[src/rtl/dac_pkg.sv]
package dac_pkg;

  typedef enum logic [2:0] {
    M_IDLE    = 3'd0,
    M_MOVING  = 3'd1,
    M_GOING   = 3'd2,
    M_HOMING  = 3'd3,
    M_PARKING = 3'd4,
    M_ERROR   = 3'd5
  } mode_t;

  typedef enum logic [3:0] {
    CMD_NONE  = 4'd0,
    CMD_MOVE  = 4'd1,
    CMD_GOTO  = 4'd2,
    CMD_STOP  = 4'd3,
    CMD_HOME  = 4'd4,
    CMD_PARK  = 4'd5,
    CMD_ABORT = 4'd6,
    CMD_OPEN  = 4'd7,
    CMD_CLOSE = 4'd8
  } cmd_t;

  localparam logic [2:0] SH_NONE        = 3'd0;
  localparam logic [2:0] SH_OPEN_BOTH   = 3'd1;
  localparam logic [2:0] SH_OPEN_UPPER  = 3'd2;
  localparam logic [2:0] SH_CLOSE_BOTH  = 3'd3;
  localparam logic [2:0] SH_CLOSE_UPPER = 3'd4;
  localparam logic [2:0] SH_ABORT       = 3'd5;

  localparam logic [2:0] REG_TICKS   = 3'd0;
  localparam logic [2:0] REG_TOL     = 3'd1;
  localparam logic [2:0] REG_TIMEOUT = 3'd2;
  localparam logic [2:0] REG_PARK    = 3'd3;
  localparam logic [2:0] REG_PBS     = 3'd4;
  localparam logic [2:0] REG_SHPRES  = 3'd5;

  typedef enum logic [2:0] {
    C_IDLE,
    C_DIV,
    C_MOD,
    C_UPDATE,
    C_OUT
  } ctl_state_t;

  // Controller to datapath commands
  typedef struct packed {
    logic load;      // capture item, step ticks
    logic div_start; // start tick / divider
    logic mod_start; // start quotient mod turn
    logic pos_write; // store new position
    logic update;    // run the mode update
  } dac_cmd_t;

  // Datapath to controller status
  typedef struct packed {
    logic is_pulse;
    logic div_done;
    logic mod_done;
  } dac_stat_t;

  // Shortest-path distance on the ring, in 16-bit arithmetic
  function automatic logic [15:0] ring_dist(input logic [15:0] a, input logic [15:0] b,
                                            input logic [15:0] n);
    logic [15:0] d;
    begin
      d = (b > a) ? (b - a) : (a - b);
      ring_dist = (d > (n >> 1)) ? (n - d) : d;
    end
  endfunction

endpackage

[src/rtl/dome_azimuth_controller.sv]
// Pulse item: reciprocal multiply for the encoder divider, then a restoring modulo by the
// turn size, then into the output register; update item: mode update, then into the output
// register. One item at a time; the next is taken the cycle after its result enters the
// output register, and the result waits while that register is full and not being read.
// Reset: synchronous, active high; registers to defaults, mode idle, counts zero.
module dome_azimuth_controller import dac_pkg::*; #(
  parameter int ENCODER_DIVIDER = 1
) (
  input  logic        clk,
  input  logic        rst,
  input  logic        s_tvalid,
  output logic        s_tready,
  // op, pulse_ccw, command[3:0], cmd_ccw, cmd_target[15:0], shutter_upper,
  // home_switch_active, now_ms[31:0]
  input  logic [63:0] s_tdata,
  output logic        m_tvalid,
  input  logic        m_tready,
  // dome_state[2:0], motor_on, motor_ccw, position[15:0], home_position[15:0],
  // shutter_cmd[2:0]
  output logic [39:0] m_tdata,
  input  logic        cfg_we,
  input  logic [2:0]  cfg_index,
  input  logic [31:0] cfg_data
);

  dac_cmd_t    cmd;
  dac_stat_t   stat;
  logic        busy, result_ready, in_fire;
  logic [39:0] result;

  assign s_tready = !busy;
  assign in_fire  = s_tvalid && s_tready;

  dac_control u_ctl (
    .clk(clk), .rst(rst), .in_fire(in_fire), .out_free(!m_tvalid || m_tready),
    .stat(stat), .cmd(cmd), .busy(busy), .result_ready(result_ready)
  );

  dac_datapath #(.ENCODER_DIVIDER(ENCODER_DIVIDER)) u_dp (
    .clk(clk), .rst(rst), .cmd(cmd), .stat(stat), .in_data(s_tdata[56:0]),
    .cfg_we(cfg_we), .cfg_index(cfg_index), .cfg_data(cfg_data), .out_data(result)
  );

  // Output register
  always_ff @(posedge clk) begin
    if (rst) m_tvalid <= 1'b0;
    else if (result_ready) m_tvalid <= 1'b1;
    else if (m_tready) m_tvalid <= 1'b0;
    if (result_ready) m_tdata <= result;
  end

  a_one_load: assert property (@(posedge clk) disable iff (rst)
    cmd.load |-> !busy) else $error("load while busy");
  a_fire_busy: assert property (@(posedge clk) disable iff (rst)
    in_fire |=> busy) else $error("no work after accept");
  a_res_valid: assert property (@(posedge clk) disable iff (rst)
    result_ready |=> m_tvalid) else $error("result lost");

endmodule

[src/rtl/dac_divider.sv]
module dac_divider import dac_pkg::*; (
  input  logic        clk,
  input  logic        rst,
  input  logic        start,
  input  logic [31:0] dividend,
  input  logic [31:0] divisor,
  output logic [31:0] remainder,
  output logic        done
);

  logic [5:0]  count;
  logic        busy;
  logic [31:0] quo;
  logic [32:0] rem;
  logic [32:0] trial;

  assign trial = {rem[31:0], quo[31]} - {1'b0, divisor};

  // Restoring division, one quotient bit per cycle
  always_ff @(posedge clk) begin
    if (rst) begin
      busy  <= 1'b0;
      done  <= 1'b0;
      count <= '0;
    end else begin
      done <= 1'b0;
      if (start) begin
        busy  <= 1'b1;
        count <= 6'd32;
        quo   <= dividend;
        rem   <= '0;
      end else if (busy) begin
        if (!trial[32]) begin
          rem <= trial;
          quo <= {quo[30:0], 1'b1};
        end else begin
          rem <= {rem[31:0], quo[31]};
          quo <= {quo[30:0], 1'b0};
        end
        count <= count - 6'd1;
        if (count == 6'd1) begin
          busy <= 1'b0;
          done <= 1'b1;
        end
      end
    end
  end

  assign remainder = rem[31:0];

endmodule

[src/rtl/dac_datapath.sv]
module dac_datapath import dac_pkg::*; #(
  parameter int ENCODER_DIVIDER = 1
) (
  input  logic        clk,
  input  logic        rst,
  input  dac_cmd_t    cmd,
  output dac_stat_t   stat,
  input  logic [56:0] in_data,
  input  logic        cfg_we,
  input  logic [2:0]  cfg_index,
  input  logic [31:0] cfg_data,
  output logic [39:0] out_data
);

  // Reciprocal of the encoder divider: q = (x * MAGIC) >> (32 + SHIFT), exact for 32-bit x
  localparam int DIV_SHIFT = $clog2(ENCODER_DIVIDER);
  localparam logic [64:0] DIV_MAGIC_W =
    ((65'd1 << (32 + DIV_SHIFT)) / 65'(ENCODER_DIVIDER)) + 65'd1;
  localparam logic [32:0] DIV_MAGIC = DIV_MAGIC_W[32:0];

  // Configuration registers
  logic [15:0] turn_ticks, arrive_tolerance, park_position;
  logic [31:0] stall_timeout_ms;
  logic        park_before_shutter, shutters_present;

  // Captured item
  logic        op, cmd_ccw, upper, home_sw;
  logic [3:0]  command;
  logic [15:0] cmd_target;
  logic [31:0] now_ms;

  // Controller state
  mode_t       mode;
  logic [31:0] tick_count;
  logic [15:0] cur_position, home_mark, goal_position, watch_position;
  logic        drive_ccw, close_after_park;
  logic [31:0] watch_start_ms;
  logic [2:0]  shutter;

  logic [15:0] turn;
  logic        neg;
  logic [31:0] mag;
  logic [31:0] d_rem;
  logic        d_done;
  logic [31:0] mod_r;
  logic [15:0] new_pos;

  logic [47:0] prod_lo;
  logic [48:0] prod_hi;
  logic [64:0] prod_sum, prod_shift;
  logic [31:0] q_div;
  logic        mul_busy, mul_done;

  assign turn = (turn_ticks == 16'd0) ? 16'd1 : turn_ticks;

  always_ff @(posedge clk) begin
    if (rst) begin
      turn_ticks          <= 16'd1000;
      arrive_tolerance    <= 16'd5;
      stall_timeout_ms    <= 32'd5000;
      park_position       <= 16'd0;
      park_before_shutter <= 1'b0;
      shutters_present    <= 1'b1;
    end else if (cfg_we) begin
      case (cfg_index)
        REG_TICKS:   turn_ticks          <= cfg_data[15:0];
        REG_TOL:     arrive_tolerance    <= cfg_data[15:0];
        REG_TIMEOUT: stall_timeout_ms    <= cfg_data;
        REG_PARK:    park_position       <= cfg_data[15:0];
        REG_PBS:     park_before_shutter <= cfg_data[0];
        REG_SHPRES:  shutters_present    <= cfg_data[0];
        default: ;
      endcase
    end
  end

  // Magnitude / encoder divider: partial products, then sum and shift
  assign prod_sum   = {17'd0, prod_lo} + {prod_hi, 16'd0};
  assign prod_shift = prod_sum >> (32 + DIV_SHIFT);

  always_ff @(posedge clk) begin
    if (rst) begin
      mul_busy <= 1'b0;
      mul_done <= 1'b0;
    end else begin
      mul_busy <= cmd.div_start;
      mul_done <= mul_busy;
    end
    if (cmd.div_start) begin
      prod_lo <= 48'(mag) * 48'(DIV_MAGIC[15:0]);
      prod_hi <= 49'(mag) * 49'(DIV_MAGIC[32:16]);
    end
    if (mul_busy) q_div <= prod_shift[31:0];
  end

  // Quotient mod turn
  dac_divider u_div (
    .clk(clk), .rst(rst), .start(cmd.mod_start), .dividend(q_div),
    .divisor({16'd0, turn}), .remainder(d_rem), .done(d_done)
  );

  assign stat.is_pulse = ~op;
  assign stat.div_done = mul_done;
  assign stat.mod_done = d_done;

  // Fold sign back in: negative remainder wraps to turn - r
  assign mod_r   = (neg && d_rem != 32'd0) ? ({16'd0, turn} - d_rem) : d_rem;
  assign new_pos = mod_r[15:0];

  // Update-step combinational decisions
  logic [3:0]  ev;
  logic [2:0]  sh_v;
  logic        halt, at_park, timed_out, still;
  logic [15:0] half, sw_target;
  logic        sw_dir;
  logic [15:0] goal_dist;
  logic        cap_set, park_close;

  assign half      = turn >> 1;
  assign at_park   = ring_dist(cur_position, park_position, turn) < arrive_tolerance;
  assign goal_dist = ring_dist(cur_position, goal_position, turn);
  assign timed_out = (now_ms - watch_start_ms) > stall_timeout_ms;
  assign still     = ring_dist(watch_position, cur_position, turn) == 16'd0;
  assign sw_target = (ev == CMD_PARK) ? park_position : home_mark;
  assign sw_dir    = (sw_target > cur_position) ? ((sw_target - cur_position) > half)
                                                : !((cur_position - sw_target) > half);
  assign cap_set   = (command == CMD_CLOSE) && park_before_shutter && !at_park;
  assign park_close = (mode == M_PARKING) && !halt && (goal_dist < arrive_tolerance) &&
                      (close_after_park || cap_set);

  always_comb begin
    ev   = (command <= CMD_CLOSE) ? command : CMD_NONE;
    sh_v = SH_NONE;
    if (ev == CMD_ABORT && shutters_present) sh_v = SH_ABORT;
    if (ev == CMD_OPEN || ev == CMD_CLOSE) begin
      if (!park_before_shutter || at_park) begin
        if (ev == CMD_OPEN) sh_v = upper ? SH_OPEN_UPPER : SH_OPEN_BOTH;
        else sh_v = upper ? SH_CLOSE_UPPER : SH_CLOSE_BOTH;
        ev = CMD_NONE;
      end else begin
        ev = CMD_PARK;
      end
    end
    halt = (ev == CMD_STOP) || (ev == CMD_ABORT);
  end

  always_ff @(posedge clk) begin
    if (rst) begin
      mode             <= M_IDLE;
      tick_count       <= '0;
      cur_position     <= '0;
      home_mark        <= '0;
      goal_position    <= '0;
      drive_ccw        <= 1'b0;
      watch_start_ms   <= '0;
      watch_position   <= '0;
      close_after_park <= 1'b0;
      shutter          <= SH_NONE;
      op               <= 1'b0;
    end else begin
      // Capture item and step the tick count on a pulse
      if (cmd.load) begin
        op         <= in_data[0];
        command    <= in_data[5:2];
        cmd_ccw    <= in_data[6];
        cmd_target <= in_data[22:7];
        upper      <= in_data[23];
        home_sw    <= in_data[24];
        now_ms     <= in_data[56:25];
        shutter    <= SH_NONE;
        if (!in_data[0]) begin
          logic [31:0] t;
          t = in_data[1] ? tick_count + 32'd1 : tick_count - 32'd1;
          tick_count <= t;
          neg <= t[31];
          mag <= t[31] ? (32'd0 - t) : t;
        end
      end
      if (cmd.pos_write) cur_position <= new_pos;
      // Mode update
      if (cmd.update) begin
        shutter <= park_close ? SH_CLOSE_BOTH : sh_v;
        if (cap_set) close_after_park <= 1'b1;
        case (mode)
          M_HOMING: begin
            if (halt) mode <= M_IDLE;
            else if (home_sw) begin
              home_mark    <= '0;
              tick_count   <= '0;
              cur_position <= '0;
              mode         <= M_IDLE;
            end else if (timed_out) begin
              if (still) mode <= M_ERROR;
              else begin
                watch_start_ms <= now_ms;
                watch_position <= cur_position;
              end
            end
          end
          M_MOVING: begin
            if (home_sw) home_mark <= cur_position;
            if (halt) mode <= M_IDLE;
          end
          M_GOING: begin
            if (home_sw) home_mark <= cur_position;
            if (halt || goal_dist < arrive_tolerance) mode <= M_IDLE;
            else if (timed_out) begin
              if (still) mode <= M_ERROR;
              else begin
                watch_start_ms <= now_ms;
                watch_position <= cur_position;
              end
            end
          end
          M_PARKING: begin
            if (halt) mode <= M_IDLE;
            else if (goal_dist < arrive_tolerance) begin
              mode <= M_IDLE;
            end else if (timed_out) begin
              if (still) mode <= M_ERROR;
              else begin
                watch_start_ms <= now_ms;
                watch_position <= cur_position;
              end
            end
          end
          default: begin
            if (ev == CMD_HOME) begin
              watch_start_ms <= now_ms;
              watch_position <= cur_position;
              mode           <= M_HOMING;
              drive_ccw      <= sw_dir;
            end else if (ev == CMD_MOVE) begin
              mode      <= M_MOVING;
              drive_ccw <= cmd_ccw;
            end else if (ev == CMD_PARK) begin
              watch_start_ms <= now_ms;
              watch_position <= cur_position;
              mode           <= M_PARKING;
              goal_position  <= park_position;
              drive_ccw      <= sw_dir;
            end else if (ev == CMD_GOTO) begin
              watch_start_ms <= now_ms;
              watch_position <= cur_position;
              mode           <= M_GOING;
              goal_position  <= cmd_target;
              drive_ccw      <= cmd_ccw;
            end
          end
        endcase
      end
    end
  end

  // Result: dome_state, motor_on, motor_ccw, position, home_position, shutter_cmd
  assign out_data = {shutter, home_mark, cur_position, drive_ccw,
                     (mode == M_MOVING || mode == M_GOING || mode == M_HOMING ||
                      mode == M_PARKING), mode};

endmodule

[src/rtl/dac_control.sv]
module dac_control import dac_pkg::*; (
  input  logic      clk,
  input  logic      rst,
  input  logic      in_fire,
  input  logic      out_free,
  input  dac_stat_t stat,
  output dac_cmd_t  cmd,
  output logic      busy,
  output logic      result_ready
);

  ctl_state_t state, state_next;

  always_ff @(posedge clk) begin
    if (rst) state <= C_IDLE;
    else state <= state_next;
  end

  // Sequence: load, then divide and modulo for a pulse or mode update otherwise, then deliver
  always_comb begin
    state_next   = state;
    cmd          = '0;
    result_ready = 1'b0;
    case (state)
      C_IDLE: begin
        if (in_fire) begin
          cmd.load   = 1'b1;
          state_next = C_UPDATE;
        end
      end
      C_UPDATE: begin
        if (stat.is_pulse) begin
          cmd.div_start = 1'b1;
          state_next    = C_DIV;
        end else begin
          cmd.update = 1'b1;
          state_next = C_OUT;
        end
      end
      C_DIV: begin
        if (stat.div_done) begin
          cmd.mod_start = 1'b1;
          state_next    = C_MOD;
        end
      end
      C_MOD: begin
        if (stat.mod_done) begin
          cmd.pos_write = 1'b1;
          state_next    = C_OUT;
        end
      end
      C_OUT: begin
        if (out_free) begin
          result_ready = 1'b1;
          state_next   = C_IDLE;
        end
      end
      default: state_next = C_IDLE;
    endcase
  end

  assign busy = (state != C_IDLE);

endmodule
[config.mk]
export PLATFORM = sky130hd
export DESIGN_NAME = dome_azimuth_controller
export DESIGN_NICKNAME = d
export VERILOG_FILES = /design/src/rtl/dac_pkg.sv /design/src/rtl/dome_azimuth_controller.sv /design/src/rtl/dac_divider.sv /design/src/rtl/dac_datapath.sv /design/src/rtl/dac_control.sv
export SDC_FILE = /design/constraint.sdc
export NUM_CORES = 2
export LEC_CHECK = 0
export ABC_AREA = 1
export BUFFER_PORTS_ARGS = -buffer_cell sky130_fd_sc_hd__buf_2
export CAP_MARGIN = 10
export CORE_MARGIN = 5
export CORE_UTILIZATION = 35
export DETAILED_ROUTE_END_ITERATION = 10
export PLACE_DENSITY = 0.53
export SYNTH_ARGS = -nofsm -noshare
export SYNTH_HDL_FRONTEND = slang
export SYNTH_SLANG_ARGS = --single-unit
[constraint.sdc]
create_clock -name clk -period 9.22 [get_ports clk]
set_input_delay 1.844 -clock clk [delete_from_list [all_inputs] [get_ports clk]]
set_output_delay 1.844 -clock clk [all_outputs]
set_load 0.01 [all_outputs]
After elaboration in Yosys (flattened, before gate mapping)
Cells that the tools add are included.
W data, S select, Z words.
{"block": "word_totals", "ff_bits": 489, "inputBits": 104, "output_inout_bits": 42, "wordCells": 285}
{"block": "op_classes", "addsub": 19, "n_lt_le_gt_ge": 13, "eq_ne": 37, "mux": 113, "bitwise_logic": 7, "n_reduce_logical": 57}
{"operator": "$mux W32", "count": 22}
{"operator": "$mux W16", "count": 30}
{"operator": "$sub A16 B16 Y16", "count": 12}
{"operator": "$pmux W32 S4", "count": 1}
{"operator": "$gt A16 B15 Y1", "count": 5}
{"operator": "$mux W3", "count": 26}
{"operator": "$add A32 B64 Y64", "count": 1}
{"operator": "$gt A16 B16 Y1", "count": 4}
{"operator": "$pmux W16 S4", "count": 1}
{"operator": "$sub A33 B16 Y33", "count": 1}
{"operator": "$add A32 B1 Y32 const B", "count": 1}
{"operator": "$gt A32 B32 Y1", "count": 1}
{"operator": "$logic_not A16 Y1", "count": 2}
{"operator": "$lt A16 B16 Y1", "count": 2}
{"operator": "$pmux W16 S2", "count": 1}
{"operator": "$reduce_bool A32 Y1", "count": 1}
{"operator": "$sub A1 B32 Y32 const A", "count": 1}
{"operator": "$sub A32 B1 Y32 const B", "count": 1}
{"operator": "$sub A32 B32 Y32", "count": 1}
{"operator": "$mux W31", "count": 1}
{"operator": "$mux W1", "count": 24}
{"operator": "$eq A4 B3 Y1 const B", "count": 5}
{"operator": "$eq A3 B2 Y1 const B", "count": 6}
{"operator": "$reduce_and A2 Y1", "count": 9}
{"operator": "33 further kinds", "count": 87}

Depth between registers and ports, before layout
{"block": "logic_depth", "depth_word": 17, "mapped_depth": 74, "mapped_depth_nobuf": 68}

Modules after synthesis
Synthesis repeated with hierarchy kept, for this count alone.
{"block": "hier_totals", "hier_cells": 4648, "area_unflattened_um2": 35869.4}
{"module": "dac_datapath", "n_inst": 1, "cells_each": 3625, "area_each_um2": 28376.0, "seq_area_each_um2": 8988.6}
{"module": "dac_divider", "n_inst": 1, "cells_each": 929, "area_each_um2": 5977.0, "seq_area_each_um2": 2082.0}
{"module": "dome_azimuth_controller", "n_inst": 1, "cells_each": 48, "area_each_um2": 1255.0, "seq_area_each_um2": 1221.2}
{"module": "dac_control", "n_inst": 1, "cells_each": 46, "area_each_um2": 261.5, "seq_area_each_um2": 60.1}

Worst setup path before layout
OpenSTA, ideal clock, no wires.
{"block": "synth_path", "kind": "flip-flop to flip-flop", "start": "reg u_dp.cur_position[1]", "end": "reg u_dp.drive_ccw", "setup_time_ps": 70, "arrival_ps": 9112, "required_ps": 9150, "setup_slack_ps": 38, "stages_incl_launch_ff": 66, "n_path_buf": 4, "period_less_slack_ps": 9182, "cell_sequence": "dfxtp_1 inv_1 fa_1 nand3_1 nand2_1 nand2_1 nand2_1 nand2_1 nand2_1 nand2_2 inv_2 clkbuf_1 o21ai_0 xor2_1 ha_1 a21oi_1 and2_1 inv_1 (+30 left out) clkbuf_1 nand2_1 o21ai_0 a21oi_1 o21ai_0 inv_1 o21ai_0 xnor2_1 inv_1 ha_1 a21o_1 a211oi_1 o211ai_1 a21oi_1 nor3_1 nand2_1 nand2_1 a21oi_1"}
{"block": "synth_via", "elab_chain_len": 17, "word_cells_on_any_way": 28, "classes_between": "5 x add/sub; 6 x order compare; 4 x eq/ne; 9 x mux; 4 x reduce/logical"}
{"item": "start, declared", "line_no": "dac_datapath.sv:35", "rtl": "logic [15:0] cur_position, home_mark, goal_position, watch_position;"}
{"item": "start signal, assigned", "line_no": "dac_datapath.sv:179", "rtl": "if (cmd.pos_write) cur_position <= new_pos;"}
{"item": "$sub A16 B16 Y16 or $gt A16 B16 Y1 (tied branches)", "line_no": "dac_pkg.sv:67", "rtl": "d = (b > a) ? (b - a) : (a - b);"}
{"item": "$mux W16", "line_no": "dac_pkg.sv:67"}
{"item": "$sub A16 B16 Y16 or $gt A16 B15 Y1 (tied branches)", "line_no": "dac_pkg.sv:68", "rtl": "ring_dist = (d > (n >> 1)) ? (n - d) : d;"}
{"item": "$mux W16", "line_no": "dac_pkg.sv:68"}
{"item": "$lt A16 B16 Y1", "line_no": "dac_datapath.sv:120", "rtl": "assign at_park = ring_dist(cur_position, park_position, turn) < arrive_tolerance;"}
{"item": "$logic_or A1 B1 Y1", "line_no": "dac_datapath.sv:136", "rtl": "if (!park_before_shutter || at_park) begin"}
{"item": "$mux W3", "line_no": "dac_datapath.sv:136"}
{"item": "$mux W4", "line_no": "dac_datapath.sv:135", "rtl": "if (ev == CMD_OPEN || ev == CMD_CLOSE) begin"}
{"item": "$eq A4 B3 Y1", "line_no": "dac_datapath.sv:124, dac_datapath.sv:236"}
{"item": "$mux W16", "line_no": "dac_datapath.sv:124", "rtl": "assign sw_target = (ev == CMD_PARK) ? park_position : home_mark;"}
{"item": "$sub A16 B16 Y16", "line_no": "dac_datapath.sv:126", "rtl": ": !((cur_position - sw_target) > half);"}
{"item": "$gt A16 B15 Y1", "line_no": "dac_datapath.sv:126"}
{"item": "$logic_not A1 Y1", "line_no": "dac_datapath.sv:126"}
{"item": "$mux W1", "line_no": "dac_datapath.sv:125", "rtl": "assign sw_dir = (sw_target > cur_position) ? ((sw_target - cur_position) > half)"}
{"item": "$mux W1", "line_no": "dac_datapath.sv:236", "rtl": "end else if (ev == CMD_PARK) begin"}
{"item": "$mux W1", "line_no": "dac_datapath.sv:233", "rtl": "end else if (ev == CMD_MOVE) begin"}
{"item": "$mux W1", "line_no": "dac_datapath.sv:228", "rtl": "if (ev == CMD_HOME) begin"}
{"item": "end signal, assigned", "line_no": "dac_datapath.sv:232", "rtl": "drive_ccw <= sw_dir;"}
{"item": "end signal, assigned", "line_no": "dac_datapath.sv:235", "rtl": "drive_ccw <= cmd_ccw;"}
{"item": "end signal, assigned", "line_no": "dac_datapath.sv:241", "rtl": "drive_ccw <= sw_dir;"}
{"item": "end, declared", "line_no": "dac_datapath.sv:36", "rtl": "logic drive_ccw, close_after_park;"}
Several ways; a longest one is shown, not always the timed one.
A chain may end at the register's enable or synchronous reset.

Worst setup path after layout
{"block": "layout_path", "start": "reg u_dp.cur_position[0]", "end": "reg u_dp.drive_ccw"}
The elaborated chain is that of the path after synthesis.

==> results.md <==
Run status
• outcome: complete, no violations

Critical path
• max incr delay on CP: 0.33 ns
• signal arrival time at the worst endpoint: 9.64 ns
• RR Endpoint: u_dp.drive_ccw
• startpoint-to-endpoint class of the critical path: register to register
• R2R Setup Slk: 0.13 ns
• WP data required: 9.77 ns
• Max stage delay cell, worst path: dfxtp_1
• Buffers & Inverters on Critical Path: 18
• startpoint type of the worst setup path: register
• reg2reg start: u_dp.cur_position[0]
• top cell family by delay on the critical path: compound AO/OA/AOI/OAI gates
• crit path max fanout: 16
• worst-case reg-to-reg path depth: 68
• Critical Path Sink Type: register

Yosys
• Post-synth top flop: edfxtp_1
• count of warnings emitted by yosys: 0
• share of the yosys chip area belonging to registers: 36.3%
• post-synthesis instance area: 0.0340 mm2
• share of flip-flops with an asynchronous set or reset after synthesis: 0%
• post-synth net total: 4825
• post-synthesis instance total: 4306
• Synth cell types: 66
• Avg Cell Area, Syn: 7.89 um2
• flop and latch count out of synthesis: 489
• number of enable flip-flop cells after synthesis: 256

GRT
• first-pass GRT wire length: 167000 um
• Overflow after GRT: 0
• number of global-route vias before repair: 28715
• pin count of the biggest net entering global routing: 66
• Total Routing Usage GR: 20.6%
• antenna violations before repair: 9

Timing
• clock tree skew after final layout: 0.0172 ns
• sum of negative setup slack: 0 ns
• highest achievable clock rate: 110 MHz
• final slew viol count: 0
• min Tclk post-route: 9.09 ns
• Final Cycle Share: 98.6%
• slew at the pin with the worst max-slew slack: 1.16 ns
• count of endpoints failing hold in the final timing report: 0
• final hold slack: 0.416 ns
• setup slack of the critical path after layout: 0.132 ns
• slew margin rel.: 22.2%
• Final setup violation count: 0
• unrepaired setup endpoints after global routing: true

Run
• number of maximum-capacitance constraint violations: 0

CTS
• clock root buffer master: clkbuf_16
• cts hold-fix bufs: 0
• clock input transition at the sequential cells of the worst setup and hold paths: 0.06 ns
• clock latency on the worst-skew pair: 0.62 ns
• H-tree depth reported by CTS: 2
• clock tree from TritonCTS: built
• clock tree buffer depth: 3
• number of buffers created by CTS: 57
• clk sink count: 489

Die
• vertical die dimension: 322 um
• count of pins on the block boundary: 146
• floorplan die area: 0.103 mm2
• initial cell density of the core: 35.2%
• placeable core area: 0.0966 mm2
• width of the die: 322 um
• Rows: 114

Cells and area
• fillcell total: 9875
• multi-input gate area in the final layout: 0.0190 mm2
• most common cell after layout, fill and taps aside: nand2_1
• commonest cells after routing, fill and taps aside: nand2_1, inv_1, a21oi_1
• final cell utilization of the core: 42.1%
• non-filler cells in the finished layout: 6005
• fraction of final layout cells sized beyond drive strength 1: 14.5%
• NumNets Final: 5199
• FF/Latch Area: 0.0124 mm2
• Layout Area Growth over Synthesis: 19.5%
• antenna cell count: 0

Worst hold path
• beginning of the worst hold path: u_dp.prod_lo[10]
• end point of the most critical hold path: u_dp.q_div[10]
• count of cells along the worst hold path: 0
• classification of the worst-slack hold path: register to register

Pwr
• pwr dens: 186 mW/mm2
• cell leakage power: 0.0191 uW
• internal power component: 4920 uW
• logic gate share of total power: 33.4%
• maximum ir drop on the vdd rail: 0.151 mV
• Switching Fraction: 34.9%
• sw power: 2640 uW
• Clock power frac: 32.9%
• sequential cell fraction of total power: 33.7%

Detailed routing
• Routed wire per std cell: 18.3 um
• Vias per Instance: 4.98
• Detail Route Antenna Nets: 0
• Post-Route WL: 110000 um
• via total after detailed routing: 29922
• number of DRC markers after the initial detailed-route iteration: 2021
• remaining routing DRC violations: 0
• iteration count of the initial detailed-routing pass: 6

Placement
• placer congestion estimate: 0.940
• number of buffer cells added on primary ports: 138
• number of placed instances, taps included: 5889
• pre-CTS setup slack: -0.774 ns
• DP Wirelength: 84500 um

==> power by group through the flow <==
stage | clock network [uW] | logic [uW] | registers, uW
detailed placement | 0 | 2440 | 2590
CTS | 2550 | 2470 | 2550
global placement | 0 | 2410 | 2590
finish | 2490 | 2530 | 2550
global route | 2640 | 2840 | 2560
floorplan | 0 | 1650 | 2590
==> cell type report <==
| class | instances | share of cell area (%) |
|---|---|---|
| Multi-Input combinational cell | 3011 | 46.8 |
| Sequential cell | 489 | 30.4 |
| Clock inverter | 42 | 1.42 |
| Inverter | 676 | 6.25 |
| Clock buffer | 66 | 3.67 |
| Timing Repair Buffer | 445 | 7.52 |
| Tap cell | 1276 | 3.93 |
==> per-stage QoR <==
stage | area (um2) | total power [uW]
6_report | 40600 | 7560
5_1_grt | 40600 | 8040
4_1_cts | 40200 | 7570
3_5_place_dp | 38000 | 5030
3_3_place_gp | 38000 | 5000
2_1_floorplan | 34000 | 4240
==> metal layers <==
layer | wire length, um | share of wire, % | GRT usage [%]
met5 | 40 | 0.036 | 0
met1 | 52600 | 48 | 29.4
met3 | 5550 | 5.1 | 2.68
met4 | 3250 | 3.0 | 5.76
met2 | 48300 | 44 | 33.1
==> Yosys cell counts (14+ instances only) <==
| cell type | instances | area (um2) |
|---|---|---|
| dfxtp_1 | 233 | 4660 |
| edfxtp_1 | 256 | 7690 |
| inv_1 | 664 | 2490 |
| o21ai_1 | 21 | 105 |
| clkbuf_1 | 103 | 387 |
| fa_1 | 15 | 300 |
| nor4_1 | 17 | 106 |
| nor2_1 | 277 | 1040 |
| xor2_1 | 156 | 1370 |
| a21o_1 | 14 | 105 |
| nand4_1 | 41 | 257 |
| a211oi_1 | 45 | 338 |
| a31oi_1 | 14 | 87.6 |
| o211ai_1 | 22 | 165 |
| nand2_1 | 786 | 2950 |
| ha_1 | 400 | 5000 |
| nand3_1 | 164 | 821 |
| o21ai_0 | 266 | 1330 |
| a21oi_1 | 492 | 2460 |
| o221ai_1 | 19 | 166 |
| o21bai_1 | 23 | 173 |
| nor3_1 | 71 | 355 |
| buf_2 | 14 | 70.1 |
| xnor2_1 | 47 | 412 |
==> cell families after synthesis <==
kind of cell | synth area share, %
DFF | 36.3
adders and majority gates | 15.6
buffers and inverters | 9.15
muxes | 0.206
xor gates and xnor gates | 5.28
and+or+nand+nor | 17.3
AOI/OAI and AO/OA | 16.2
==> registers in the layout, summed over array words and instances, names as in the netlist, 32 cells and up <==
register and cells:
m_tdata 40, u_dp.mag 32, u_dp.now_ms 32, u_dp.prod_lo 32, u_dp.q_div 32, u_dp.stall_timeout_ms 32
u_dp.tick_count 32, u_dp.u_div.quo 32, u_dp.u_div.rem 32, u_dp.watch_start_ms 32
==> what timing repair did <==
action | 4_1_cts | 5_1_grt
buffers inserted | 2 | 6
setup endpoints to repair | 1 | 1
resized for setup | 36 | 75
pin swaps | 8 | 28
gates cloned | 0 | 0
==> worst max path at each step <==
stage | from | endpoint | cells after the start
2_1_floorplan | u_dp.cur_position[1] | u_dp.drive_ccw | 65
5_1_grt | u_dp.park_position[0] | u_dp.drive_ccw | 68
3_5_place_dp | u_dp.park_position[0] | u_dp.drive_ccw | 63
3_3_place_gp | u_dp.park_position[0] | u_dp.drive_ccw | 63
6_report | u_dp.cur_position[0] | u_dp.drive_ccw | 68
4_1_cts | u_dp.park_position[0] | u_dp.drive_ccw | 70
Note: power is estimated with default switching activity, not from simulation.
